### config.mk
export PLATFORM = sky130hd
export DESIGN_NAME = barometric_pressure_compensation
export DESIGN_NICKNAME = d
export VERILOG_FILES = /design/src/rtl/bpc_pkg.sv /design/src/rtl/bpc_div.sv /design/src/rtl/barometric_pressure_compensation.sv
export SDC_FILE = /design/constraint.sdc
export NUM_CORES = 2
export LEC_CHECK = 0
export ABC_AREA = 1
export ABC_CLOCK_PERIOD_IN_PS = 14000
export BUFFER_PORTS_ARGS = -buffer_cell sky130_fd_sc_hd__buf_2
export CAP_MARGIN = 15
export CORE_MARGIN = 2
export CORE_UTILIZATION = 50
export CTS_CLUSTER_SIZE = 8
export DETAILED_ROUTE_END_ITERATION = 16
export PLACE_DENSITY = 0.75
export SLEW_MARGIN = 10
export SYNTH_ARGS = -nofsm -noshare
export SYNTH_HDL_FRONTEND = slang
export SYNTH_SLANG_ARGS = --single-unit
### constraint.sdc
create_clock -name clk -period 14 [get_ports clk]
set_input_delay 2.1 -clock clk [delete_from_list [all_inputs] [get_ports clk]]
set_output_delay 2.1 -clock clk [all_outputs]
set_load 0.01 [all_outputs]
### src/rtl/bpc_pkg.sv
package bpc_pkg;

    localparam logic [2:0] ADDR_A1 = 3'd0;
    localparam logic [2:0] ADDR_A2 = 3'd1;
    localparam logic [2:0] ADDR_A3 = 3'd2;
    localparam logic [2:0] ADDR_A4 = 3'd3;
    localparam logic [2:0] ADDR_A5 = 3'd4;
    localparam logic [2:0] ADDR_A6 = 3'd5;
    localparam logic [2:0] ADDR_BP = 3'd6;
    localparam logic [2:0] ADDR_MP = 3'd7;

    localparam logic [15:0] RST_A1 = 16'd408;
    localparam logic [15:0] RST_A2 = 16'hFFB8;
    localparam logic [15:0] RST_A3 = 16'hC7D1;
    localparam logic [15:0] RST_A4 = 16'd32741;
    localparam logic [15:0] RST_A5 = 16'd32757;
    localparam logic [15:0] RST_A6 = 16'd23153;
    localparam logic [31:0] RST_BP = 32'd405667844;
    localparam logic [31:0] RST_MP = 32'd3724086068;

    localparam logic [31:0] B6_OFFSET = 32'd4000;
    localparam logic [31:0] P_SCALE   = 32'd50000;
    localparam logic [31:0] K_SQ      = 32'd3038;
    localparam logic [31:0] K_LIN     = 32'hFFFFE343;
    localparam logic [31:0] K_OFS     = 32'd3791;

    // divider request and result
    typedef struct packed {
        logic        start;
        logic [31:0] num;
        logic [31:0] den;
    } div_req_t;

    typedef struct packed {
        logic        done;
        logic [31:0] quo;
    } div_rsp_t;

    function automatic logic [31:0] sx16(input logic [15:0] v);
        sx16 = {{16{v[15]}}, v};
    endfunction

endpackage

### src/rtl/bpc_div.sv
// Unsigned restoring divider, one quotient bit per cycle.
module bpc_div (
    input  logic               clk,
    input  logic               rst_n,
    input  bpc_pkg::div_req_t  req,
    output bpc_pkg::div_rsp_t  rsp
);

    logic [31:0] quo_reg;
    logic [31:0] rem_reg;
    logic [31:0] den_reg;
    logic [5:0]  cnt_reg;
    logic        busy_reg;
    logic        done_reg;
    logic [32:0] trial;
    logic [32:0] shifted;

    assign shifted = {rem_reg, quo_reg[31]};
    assign trial   = shifted - {1'b0, den_reg};

    // one shift-subtract step each cycle
    always_ff @(posedge clk or negedge rst_n)
    begin
        if (!rst_n)
        begin
            busy_reg <= 1'b0;
            done_reg <= 1'b0;
            cnt_reg  <= '0;
        end
        else
        begin
            done_reg <= 1'b0;
            if (req.start)
            begin
                busy_reg <= 1'b1;
                cnt_reg  <= '0;
                quo_reg  <= req.num;
                rem_reg  <= '0;
                den_reg  <= req.den;
            end
            else if (busy_reg)
            begin
                if (!trial[32])
                begin
                    rem_reg <= trial[31:0];
                    quo_reg <= {quo_reg[30:0], 1'b1};
                end
                else
                begin
                    rem_reg <= shifted[31:0];
                    quo_reg <= {quo_reg[30:0], 1'b0};
                end
                cnt_reg <= cnt_reg + 6'd1;
                if (cnt_reg == 6'd31)
                begin
                    busy_reg <= 1'b0;
                    done_reg <= 1'b1;
                end
            end
        end
    end

    assign rsp.done = done_reg;
    assign rsp.quo  = quo_reg;

    a_done_single: assert property (@(posedge clk) disable iff (!rst_n)
        done_reg |=> !done_reg)
        else $error("divider done held two cycles");
    a_done_after_busy: assert property (@(posedge clk) disable iff (!rst_n)
        $rose(done_reg) |-> $past(busy_reg))
        else $error("divider done without a running division");
    a_count_range: assert property (@(posedge clk) disable iff (!rst_n)
        busy_reg |-> cnt_reg < 6'd32)
        else $error("divider count out of range");

endmodule

### src/rtl/barometric_pressure_compensation.sv
// A temperature or a pressure request runs its sequencer steps through the divider; a zero
// divisor skips the divider. One request at a time, in_ready low while the sequencer
// runs: a new request can be taken in the cycle after the result loads, and the load
// waits while a stalled result holds the output register. The divider is bit-serial
// and one 32x32 multiplier is shared by the steps.
// Reset: calibration registers load factory values, b5 term clears, no result pending.
module barometric_pressure_compensation (
    input  logic         clk,
    input  logic         rst_n,
    input  logic         psel,
    input  logic         penable,
    input  logic         pwrite,
    input  logic [4:0]   paddr,
    input  logic [31:0]  pwdata,
    output logic [31:0]  prdata,
    output logic         pready,
    input  logic         in_valid,
    output logic         in_ready,
    input  logic         kind,
    input  logic [23:0]  raw_reading,
    input  logic [1:0]   oversampling,
    output logic         out_valid,
    input  logic         out_ready,
    output logic         is_pressure,
    output logic signed [31:0] value,
    output logic         div_fault
);

    localparam logic [4:0] S_IDLE = 5'd0;
    localparam logic [4:0] S_T1   = 5'd1;
    localparam logic [4:0] S_T2   = 5'd2;
    localparam logic [4:0] S_TDW  = 5'd3;
    localparam logic [4:0] S_T3   = 5'd4;
    localparam logic [4:0] S_P1   = 5'd5;
    localparam logic [4:0] S_P2   = 5'd6;
    localparam logic [4:0] S_P3   = 5'd7;
    localparam logic [4:0] S_P4   = 5'd8;
    localparam logic [4:0] S_P5   = 5'd9;
    localparam logic [4:0] S_P6   = 5'd10;
    localparam logic [4:0] S_P8   = 5'd12;
    localparam logic [4:0] S_P9   = 5'd13;
    localparam logic [4:0] S_PDW  = 5'd14;
    localparam logic [4:0] S_Q1   = 5'd15;
    localparam logic [4:0] S_Q2   = 5'd16;
    localparam logic [4:0] S_Q3   = 5'd17;
    localparam logic [4:0] S_Q4   = 5'd18;
    localparam logic [4:0] S_OUT  = 5'd19;

    logic [15:0] a1_reg, a2_reg, a3_reg, a4_reg, a5_reg, a6_reg;
    logic [31:0] bp_reg, mp_reg;
    logic [31:0] b5_reg;

    logic [4:0]  state_reg;
    logic        kind_reg;
    logic [1:0]  oss_reg;
    logic [23:0] raw_reg;
    logic [31:0] x1_reg, b6_reg, sq_reg, acc_reg, b3_reg, b4_reg, p_reg;
    logic        neg_reg, halve_reg;
    logic [31:0] prod_reg;

    logic        ov_reg, pres_reg, flt_reg;
    logic [31:0] val_reg;
    logic        out_flt_reg;
    logic [31:0] out_val_reg;

    logic        div_start_reg;
    logic [31:0] div_num_reg, div_den_reg;

    logic [2:0]  reg_idx;
    logic        wr_en;
    logic [31:0] mul_a, mul_b, prod;
    logic        div_go;
    logic        out_load;
    bpc_pkg::div_req_t dreq;
    bpc_pkg::div_rsp_t drsp;

    assign reg_idx = paddr[4:2];
    assign wr_en   = psel && penable && pwrite;
    assign pready  = 1'b1;

    // register readback
    always_comb
    begin
        unique case (reg_idx)
            bpc_pkg::ADDR_A1: prdata = {16'd0, a1_reg};
            bpc_pkg::ADDR_A2: prdata = {16'd0, a2_reg};
            bpc_pkg::ADDR_A3: prdata = {16'd0, a3_reg};
            bpc_pkg::ADDR_A4: prdata = {16'd0, a4_reg};
            bpc_pkg::ADDR_A5: prdata = {16'd0, a5_reg};
            bpc_pkg::ADDR_A6: prdata = {16'd0, a6_reg};
            bpc_pkg::ADDR_BP: prdata = bp_reg;
            default:          prdata = mp_reg;
        endcase
    end

    always_ff @(posedge clk or negedge rst_n)
    begin
        if (!rst_n)
        begin
            a1_reg <= bpc_pkg::RST_A1;
            a2_reg <= bpc_pkg::RST_A2;
            a3_reg <= bpc_pkg::RST_A3;
            a4_reg <= bpc_pkg::RST_A4;
            a5_reg <= bpc_pkg::RST_A5;
            a6_reg <= bpc_pkg::RST_A6;
            bp_reg <= bpc_pkg::RST_BP;
            mp_reg <= bpc_pkg::RST_MP;
        end
        else if (wr_en)
        begin
            unique case (reg_idx)
                bpc_pkg::ADDR_A1: a1_reg <= pwdata[15:0];
                bpc_pkg::ADDR_A2: a2_reg <= pwdata[15:0];
                bpc_pkg::ADDR_A3: a3_reg <= pwdata[15:0];
                bpc_pkg::ADDR_A4: a4_reg <= pwdata[15:0];
                bpc_pkg::ADDR_A5: a5_reg <= pwdata[15:0];
                bpc_pkg::ADDR_A6: a6_reg <= pwdata[15:0];
                bpc_pkg::ADDR_BP: bp_reg <= pwdata;
                default:          mp_reg <= pwdata;
            endcase
        end
    end

    // helpers
    function automatic logic [31:0] asr(input logic [31:0] x, input logic [4:0] n);
        asr = 32'($signed(x) >>> n);
    endfunction

    function automatic logic [31:0] neg32(input logic [31:0] x);
        neg32 = 32'd0 - x;
    endfunction

    logic [31:0] tden, tnum, up, pnum;
    assign tden = x1_reg + bpc_pkg::sx16(mp_reg[15:0]);
    assign tnum = bpc_pkg::sx16(mp_reg[31:16]) << 11;
    assign up   = {8'd0, raw_reg} >> (4'd8 - {2'd0, oss_reg});
    assign pnum = acc_reg[31] ? acc_reg : {acc_reg[30:0], 1'b0};

    // divider launch when the divisor is nonzero
    assign div_go = ((state_reg == S_T2) && (tden != 32'd0))
                 || ((state_reg == S_P9) && (b4_reg != 32'd0));

    // result moves to the output register once that is free
    assign out_load = (state_reg == S_OUT) && (!ov_reg || out_ready);

    // shared multiplier operand select
    always_comb
    begin
        mul_a = '0;
        mul_b = '0;
        unique case (state_reg)
            S_T1: begin mul_a = {16'd0, raw_reg[15:0]} - {16'd0, a6_reg};
                        mul_b = {16'd0, a5_reg}; end
            S_P1: begin mul_a = b6_reg; mul_b = b6_reg; end
            S_P2: begin mul_a = bpc_pkg::sx16(bp_reg[15:0]); mul_b = sq_reg; end
            S_P3: begin mul_a = bpc_pkg::sx16(a2_reg); mul_b = b6_reg; end
            S_P4: begin mul_a = bpc_pkg::sx16(a3_reg); mul_b = b6_reg; end
            S_P5: begin mul_a = bpc_pkg::sx16(bp_reg[31:16]); mul_b = sq_reg; end
            S_P6: begin mul_a = {16'd0, a4_reg}; mul_b = acc_reg + 32'd32768; end
            S_P8: begin mul_a = up - b3_reg; mul_b = bpc_pkg::P_SCALE >> oss_reg; end
            S_Q1: begin mul_a = asr(p_reg, 5'd8); mul_b = asr(p_reg, 5'd8); end
            S_Q2: begin mul_a = prod_reg; mul_b = bpc_pkg::K_SQ; end
            S_Q3: begin mul_a = bpc_pkg::K_LIN; mul_b = p_reg; end
            default: ;
        endcase
    end

    assign prod = mul_a * mul_b;

    assign in_ready = (state_reg == S_IDLE);

    // sequencer
    always_ff @(posedge clk or negedge rst_n)
    begin
        if (!rst_n)
        begin
            state_reg     <= S_IDLE;
            b5_reg        <= '0;
            ov_reg        <= 1'b0;
            div_start_reg <= 1'b0;
        end
        else
        begin
            div_start_reg <= div_go;
            if (out_load)
                ov_reg <= 1'b1;
            else if (out_ready)
                ov_reg <= 1'b0;
            unique case (state_reg)
                S_IDLE:
                begin
                    if (in_valid && in_ready)
                    begin
                        kind_reg <= kind;
                        raw_reg  <= raw_reading;
                        oss_reg  <= oversampling;
                        b6_reg   <= b5_reg - bpc_pkg::B6_OFFSET;
                        state_reg <= kind ? S_P1 : S_T1;
                    end
                end
                S_T1:
                begin
                    x1_reg <= asr(prod, 5'd15);
                    state_reg <= S_T2;
                end
                S_T2:
                begin
                    if (tden == 32'd0)
                    begin
                        flt_reg <= 1'b1;
                        val_reg <= '0;
                        state_reg <= S_OUT;
                    end
                    else
                    begin
                        neg_reg     <= tnum[31] ^ tden[31];
                        div_num_reg <= tnum[31] ? neg32(tnum) : tnum;
                        div_den_reg <= tden[31] ? neg32(tden) : tden;
                        state_reg   <= S_TDW;
                    end
                end
                S_TDW:
                begin
                    if (drsp.done)
                    begin
                        b5_reg <= x1_reg + (neg_reg ? neg32(drsp.quo) : drsp.quo);
                        state_reg <= S_T3;
                    end
                end
                S_T3:
                begin
                    flt_reg <= 1'b0;
                    val_reg <= asr(b5_reg + 32'd8, 5'd4);
                    state_reg <= S_OUT;
                end
                S_P1:
                begin
                    sq_reg <= asr(prod, 5'd12);
                    state_reg <= S_P2;
                end
                S_P2:
                begin
                    acc_reg <= asr(prod, 5'd11);
                    state_reg <= S_P3;
                end
                S_P3:
                begin
                    b3_reg <= asr((((bpc_pkg::sx16(a1_reg) << 2) + acc_reg
                                   + asr(prod, 5'd11)) << oss_reg) + 32'd2, 5'd2);
                    state_reg <= S_P4;
                end
                S_P4:
                begin
                    acc_reg <= asr(prod, 5'd13);
                    state_reg <= S_P5;
                end
                S_P5:
                begin
                    acc_reg <= asr(acc_reg + asr(prod, 5'd16) + 32'd2, 5'd2);
                    state_reg <= S_P6;
                end
                S_P6:
                begin
                    b4_reg <= prod >> 15;
                    state_reg <= S_P8;
                end
                S_P8:
                begin
                    acc_reg <= prod;
                    state_reg <= S_P9;
                end
                S_P9:
                begin
                    if (b4_reg == 32'd0)
                    begin
                        flt_reg <= 1'b1;
                        val_reg <= '0;
                        state_reg <= S_OUT;
                    end
                    else
                    begin
                        halve_reg   <= acc_reg[31];
                        div_num_reg <= pnum;
                        div_den_reg <= b4_reg;
                        state_reg   <= S_PDW;
                    end
                end
                S_PDW:
                begin
                    if (drsp.done)
                    begin
                        p_reg <= halve_reg ? {drsp.quo[30:0], 1'b0} : drsp.quo;
                        state_reg <= S_Q1;
                    end
                end
                S_Q1:
                begin
                    prod_reg <= prod;
                    state_reg <= S_Q2;
                end
                S_Q2:
                begin
                    acc_reg <= asr(prod, 5'd16);
                    state_reg <= S_Q3;
                end
                S_Q3:
                begin
                    prod_reg <= asr(prod, 5'd16);
                    state_reg <= S_Q4;
                end
                S_Q4:
                begin
                    flt_reg <= 1'b0;
                    val_reg <= p_reg + asr(acc_reg + prod_reg + bpc_pkg::K_OFS, 5'd4);
                    state_reg <= S_OUT;
                end
                S_OUT:
                begin
                    if (out_load)
                    begin
                        pres_reg    <= kind_reg;
                        out_val_reg <= val_reg;
                        out_flt_reg <= flt_reg;
                        state_reg   <= S_IDLE;
                    end
                end
                default: state_reg <= S_IDLE;
            endcase
        end
    end

    assign dreq = {div_start_reg, div_num_reg, div_den_reg};

    bpc_div u_div (
        .clk   (clk),
        .rst_n (rst_n),
        .req   (dreq),
        .rsp   (drsp)
    );

    assign out_valid   = ov_reg;
    assign is_pressure = pres_reg;
    assign value       = $signed(out_val_reg);
    assign div_fault   = out_flt_reg;

    a_busy_not_ready: assert property (@(posedge clk) disable iff (!rst_n)
        (state_reg != S_IDLE) |-> !in_ready)
        else $error("request taken while busy");
    a_result_holds: assert property (@(posedge clk) disable iff (!rst_n)
        (out_valid && !out_ready) |=> out_valid && $stable(out_val_reg))
        else $error("result dropped while stalled");
    a_accept_starts: assert property (@(posedge clk) disable iff (!rst_n)
        (in_valid && in_ready) |=> (state_reg == S_T1 || state_reg == S_P1))
        else $error("accepted request did not start");
    a_fault_zero: assert property (@(posedge clk) disable iff (!rst_n)
        (out_valid && div_fault) |-> out_val_reg == 32'd0)
        else $error("fault result not zero");

endmodule

**Word level (Yosys, flattened, before mapping)**

Cells that the tools add are included.

- Logic and storage cells: 198
- Output and inout bits: 69
- Register bits: 675
- Input bits: 71

- Multiplexer cells: 45
- Add/sub/neg operators: 21
- Eq/ne operators: 33
- Bitwise logic cells: 4
- Multiply operators: 1
- Reduce and logical (&&, ||, !) cells: 52
- Shift-type cells: 3

Operator list:

| cell | count |
|---|---|
| 32-bit two-way mux | 15 |
| 32-bit case mux with 11 select lines | 1 |
| 32-bit case mux with 8 select lines | 1 |
| 32-bit case mux with 7 select lines | 1 |
| 32-bit adder | 6 |
| 32-bit case mux with 2 select lines | 3 |
| 32-bit case mux with 5 select lines | 1 |
| 32-bit case mux with 4 select lines | 1 |
| 5-bit case mux with 18 select lines | 1 |
| 32-bit by 2-bit adder with 32-bit output (second input constant) | 2 |
| 32-bit zero test | 2 |
| 32-bit nonzero test | 2 |
| 5-bit by 4-bit == test with 1-bit output (second input constant) | 7 |
| 2-bit AND reduction | 17 |
| 33-bit by 32-bit subtractor with 33-bit output | 1 |
| 32-bit by 12-bit adder with 32-bit output (second input constant) | 1 |
| 32-bit by 16-bit adder with 32-bit output (second input constant) | 1 |
| 32-bit by 4-bit adder with 32-bit output (second input constant) | 1 |
| 32-bit by 32-bit multiplier with 32-bit output | 1 |
| 32-bit by 2-bit << shifter with 32-bit output | 1 |
| 16-bit by 2-bit right shift with 32-bit output (first input constant) | 1 |
| 24-bit by 4-bit right shift with 32-bit output | 1 |
| 1-bit by 32-bit subtractor with 32-bit output (first input constant) | 1 |
| 32-bit by 12-bit subtractor with 32-bit output (second input constant) | 1 |
| other kinds (38) | 89 |

**Depth between registers and ports, before layout**

- Word-level depth: 8
- Mapped depth: 86
- Depth with buffers taken out: 78

**Cells and area by module**

A second synthesis with hierarchy kept.

- Cell total of the unflattened synthesis: 8,439
- Area total of the unflattened synthesis: 64,619.5 um2

Modules (own cells, without submodules):

| module | seq. area each (um2) | cells each | area an instance (um2) | times used |
|---|---|---|---|---|
| barometric_pressure_compensation | 15,864.0 | 7,400 | 57,311.2 | 1 |
| bpc_div | 3,083.0 | 1,039 | 7,308.3 | 1 |

**Worst setup path before layout**

No wires, ideal clock.

- Path type: register to register
- From: reg oss_reg[0]
- To: reg b3_reg[28] (data pin)
- Slack: 0.363 ns
- Data required time: 13.742 ns
- Path buffers: 7
- Clock period less this slack: 13.637 ns
- Arrival time: 13.379 ns
- Stages on the path, launching flop included: 75
- Setup time: 0.258 ns
- Cell sequence: edfxtp_1 inv_1 buf_2 buf_1 clkbuf_1 buf_1 ha_1 clkbuf_1 inv_1 clkbuf_1 o21ai_0 nand2_1 o21ai_0 ha_1 fa_1 inv_1 nand3_1 nand2_1 (+39 left out) ha_1 nand2_1 nor2_1 a211oi_1 o21ai_1 nand2_1 nand2_1 nand3_1 nand2_1 a21oi_1 xnor2_1 nand2_1 nand3_1 o21ai_0 or2_2 nor2_1 nand3_1 xor2_1

- Word-level cells in the longest chain between the ends: 8
- Elaborated cells between the ends (all ways): 10
- Those cells by class: 4 x add/sub; 1 x mul; 3 x shift; 2 x mux

RTL lines:

| element | RTL line | RTL |
|---|---|---|
| from (decl) | barometric_pressure_compensation.sv:55 | `logic [1:0] oss_reg;` |
| from (signal assigned) | barometric_pressure_compensation.sv:196 | `oss_reg <= oversampling;` |
| 4-bit by 2-bit subtractor with 4-bit output | barometric_pressure_compensation.sv:136 | `assign up = {8'd0, raw_reg} >> (4'd8 - {2'd0, oss_reg});` |
| 24-bit by 4-bit right shift with 32-bit output | barometric_pressure_compensation.sv:136 |  |
| 32-bit subtractor | barometric_pressure_compensation.sv:160 | `S_P8: begin mul_a = up - b3_reg; mul_b = bpc_pkg::P_SCALE >> oss_reg; end` |
| 32-bit case mux with 11 select lines | barometric_pressure_compensation.sv:151 | `unique case (state_reg)` |
| 32-bit by 32-bit multiplier with 32-bit output (*) | barometric_pressure_compensation.sv:168 | `assign prod = mul_a * mul_b;` |
| net prod[28] | barometric_pressure_compensation.sv:71 | `logic [31:0] mul_a, mul_b, prod;` |
| 32-bit adder (*) | barometric_pressure_compensation.sv:249 | `+ asr(prod, 5'd11)) << oss_reg) + 32'd2, 5'd2);` |
| 32-bit by 2-bit << shifter with 32-bit output (*) | barometric_pressure_compensation.sv:248 | `b3_reg <= asr((((bpc_pkg::sx16(a1_reg) << 2) + acc_reg` |
| 32-bit by 2-bit adder with 32-bit output (*) | barometric_pressure_compensation.sv:249 |  |
| to (signal assigned) | barometric_pressure_compensation.sv:248 |  |
| to (decl) | barometric_pressure_compensation.sv:57 | `logic [31:0] x1_reg, b6_reg, sq_reg, acc_reg, b3_reg, b4_reg, p_reg;` |

The timed path passes the listed nets; every way through them passes the cells marked *.
A chain may end at the register's enable or synchronous reset.

**Final worst setup path**

- From: reg oss_reg[0]
- To: reg b3_reg[29] (netlist name)

- Word-level cells in the longest chain between the ends: 8
- Elaborated cells between the ends (all ways): 10
- Those cells by class: 4 x add/sub; 1 x mul; 3 x shift; 2 x mux

RTL lines:

| element | RTL line |
|---|---|
| 4-bit by 2-bit subtractor with 4-bit output | barometric_pressure_compensation.sv:136 |
| 24-bit by 4-bit right shift with 32-bit output | barometric_pressure_compensation.sv:136 |
| 32-bit subtractor | barometric_pressure_compensation.sv:160 |
| 32-bit case mux with 11 select lines | barometric_pressure_compensation.sv:151 |
| 32-bit by 32-bit multiplier with 32-bit output (*) | barometric_pressure_compensation.sv:168 |
| net prod[31] | barometric_pressure_compensation.sv:71 |
| 32-bit adder (*) | barometric_pressure_compensation.sv:249 |
| 32-bit by 2-bit << shifter with 32-bit output (*) | barometric_pressure_compensation.sv:248 |
| 32-bit by 2-bit adder with 32-bit output (*) | barometric_pressure_compensation.sv:249 |

Marks and branches as above.

==> out/metrics.yaml <==
status:
  status: "finished clean"
floorplan:
  chipHeight_um: 358.1
  dieArea_mm2: 0.1282
  fp-row-count: 129
  die-width_um: 358.1
  core_mm2: 0.1241
  io_pins: 140
  start_util: 0.5050
critical_path:
  criticalPathCategory: "register to register"
  cp.arrival_ns: 13.93
  worstPathRequired_ns: 14.46
  crit_top_cell: "nand2_1"
  timing.critical_path.buf_inv: 14
  cp_max_fo: 12
  slowest_delay_ns: 0.60
  critPathTopFamily: "adder cells"
  slowest_stage: "fa_1"
  start_kind: "register"
  critPathCaptureType: "register"
timing:
  tns_ns: 0
  hold_slack_ns: 0.4120
  worst_slew_pin_slew_ns: 1.177
  post-route-period-util: 0.9623
  max_clock_freq_ghz: 0.07423
  slew_headroom: 0.2138
  slew_viol_final: 0
  rsz0062_at_grt: "yes"
  min_period_ns: 13.47
  hold_viol: 0
  fin_skew_ns: 0.06224
  setup_violations: 0
detailed_routing:
  postRouteAntennaNets: 0
  drt_pass1_iterations: 6
  drt_wl_total_um: 220300
  drtIter0Drc: 6895
  vias: 57470
  wl_per_cell_um: 21.92
  viasPerCell: 5.720
  drc: 0
clock_tree:
  cts_tree: "yes"
  clkSlewWorstSetupHoldPaths_ns: 0.05
  cts_sinks: 649
  clk_latency_ns: 0.72
  root_buffer: "clkbuf_16"
  numCtsBuffers: 92
  cts_max_path_buffers: 3
  cts_max_level: 3
final_layout:
  mostFrequentLayoutCells: "nand2_1, inv_1, o21ai_0, nor2_1, fa_1"
  utilization: 0.5633
  fin_nets: 9292
  area_growth_pct: 11.54
  final_area_mm2: 0.06991
  drive_above_1_share: 0.09386
  final_common_cell: "nand2_1"
global_routing:
  grt_pass1_vias: 55290
  grt_usage: 0.3430
  grt_pass1_wl_um: 330300
  grt_overflow: 0
  grt_max_degree: 78
  antenna_found_initial: 4
min_path:
  hold_class: "register to register"
yosys:
  yosys_warnings: 0
  yosysUniqueCellTypes: 71
  synth_top_family_by_area: "adder cells"
  syn-mean-instance-area_um2: 7.793
  syn_area_mm2: 0.06268
  synth_compound_area_frac: 0.1173
  ys_seq_area_frac: 0.2961
  synth_fa_ha_area_frac: 0.2296
  synthMuxAreaShare: 0.001318
  synth_xor_area_frac: 0.03969
  ys_seq_elements: 649
  async_flop_share: 0.3190
  syn-instance-count: 8042
  synth_ff_type: "edfxtp_1"
  synth_edf_count: 442
  yosys.area_share.simple: 0.2112
placed_design:
  detailed_place_hpwl_um: 177100
  place_area_mm2: 0.06689
  finalWeightedCongestion: 1.055
  portBuffers: 136
job:
  drv_cap: 0
worst paths after layout:
kind,slack (ns),startpoint,end,cells past startpoint
worst max-delay path,0.53,oss_reg[0]$_DFFE_PP_,b3_reg[29]$_DFFE_PP_,61
min in group asynchronous,1.31,rst_n,a2_reg[1]$_DFFE_PN0P_,1
worst min register to register,0.41,val_reg[12]$_SDFFCE_PP0P_,value[12]$_DFFE_PP_,0
worst max register to register,0.53,oss_reg[0]$_DFFE_PP_,b3_reg[29]$_DFFE_PP_,61
worst min-delay path,0.41,val_reg[12]$_SDFFCE_PP0P_,value[12]$_DFFE_PP_,0
max in group asynchronous,11.25,rst_n,div_start_reg$_DFF_PN0_,2
synth_stat cells (17+ instances only):
library cell | instances | area [um2]
o21ai_1 | 20 | 100.1
o21bai_1 | 23 | 172.7
a21oi_1 | 361 | 1807
buf_1 | 30 | 112.6
dfstp_2 | 83 | 2181
o211ai_1 | 22 | 165.2
o22ai_1 | 61 | 381.6
nand2_1 | 1972 | 7402
buf_2 | 30 | 150.1
edfxtp_1 | 442 | 13270
nor3_1 | 89 | 445.4
clkbuf_1 | 187 | 701.9
xor2_1 | 206 | 1804
ha_1 | 438 | 5480
xnor2_1 | 78 | 683.2
a211oi_1 | 22 | 165.2
nor4_1 | 17 | 106.4
a31oi_1 | 23 | 143.9
a221oi_1 | 45 | 394.1
o21ai_0 | 614 | 3073
or2_2 | 28 | 175.2
fa_1 | 445 | 8909
nand3_1 | 328 | 1642
inv_1 | 1454 | 5458
nand4_1 | 105 | 656.9
dfrtp_1 | 124 | 3103
nor2_1 | 551 | 2068
nand3b_1 | 36 | 270.3
area by class of cell:
class,instances,area (um2)
Inverter,1472,5537
Multi-Input combinational cell,5669,37840
Fill cell,11290,54210
Timing Repair Buffer,453,3156
Clock buffer,152,2537
Tap cell,1637,2048
Sequential cell,649,18560
Clock inverter,10,219.0
Timing Repair inverter,1,7.507
Antenna cell,4,10.01
metrics by stage:
step                std cells  setup WS (ns)
detailed placement       9874         0.3283
finish                  10050         0.5279
global route            10040       -0.04128
CTS                     10040         0.2472
floorplan                8046         0.3632
global placement         9874         0.5038
logic make-up after synthesis:
kind of cell	after synthesis
buffers and inverters	1728
other	2
adder cells (fa/ha/maj)	883
AND/OR/NAND/NOR	3184
XOR/XNOR	284
flip-flops	649
multiplexers	8
AO/OA/AOI/OAI	1304
per-layer routing:
layer / vias up / share of wire / track usage
met4: 4 / 0.055 / 0.1631
met5: - / 0.00011 / 0
met3: 585 / 0.12 / 0.08081
li1: 26470 / - / -
met2: 3076 / 0.43 / 0.5165
met1: 27340 / 0.40 / 0.4667
what timing repair did:
item                                   CTS  global route
endpoints found under the hold margin    0             0
buffers inserted                         0             5
hold buffers                             0             0
setup endpoints to repair                0            23
gates resized for setup                  0            54
Power is not shown: default switching activity piles up to over one toggle a cycle in this logic, so the estimate is an artifact.
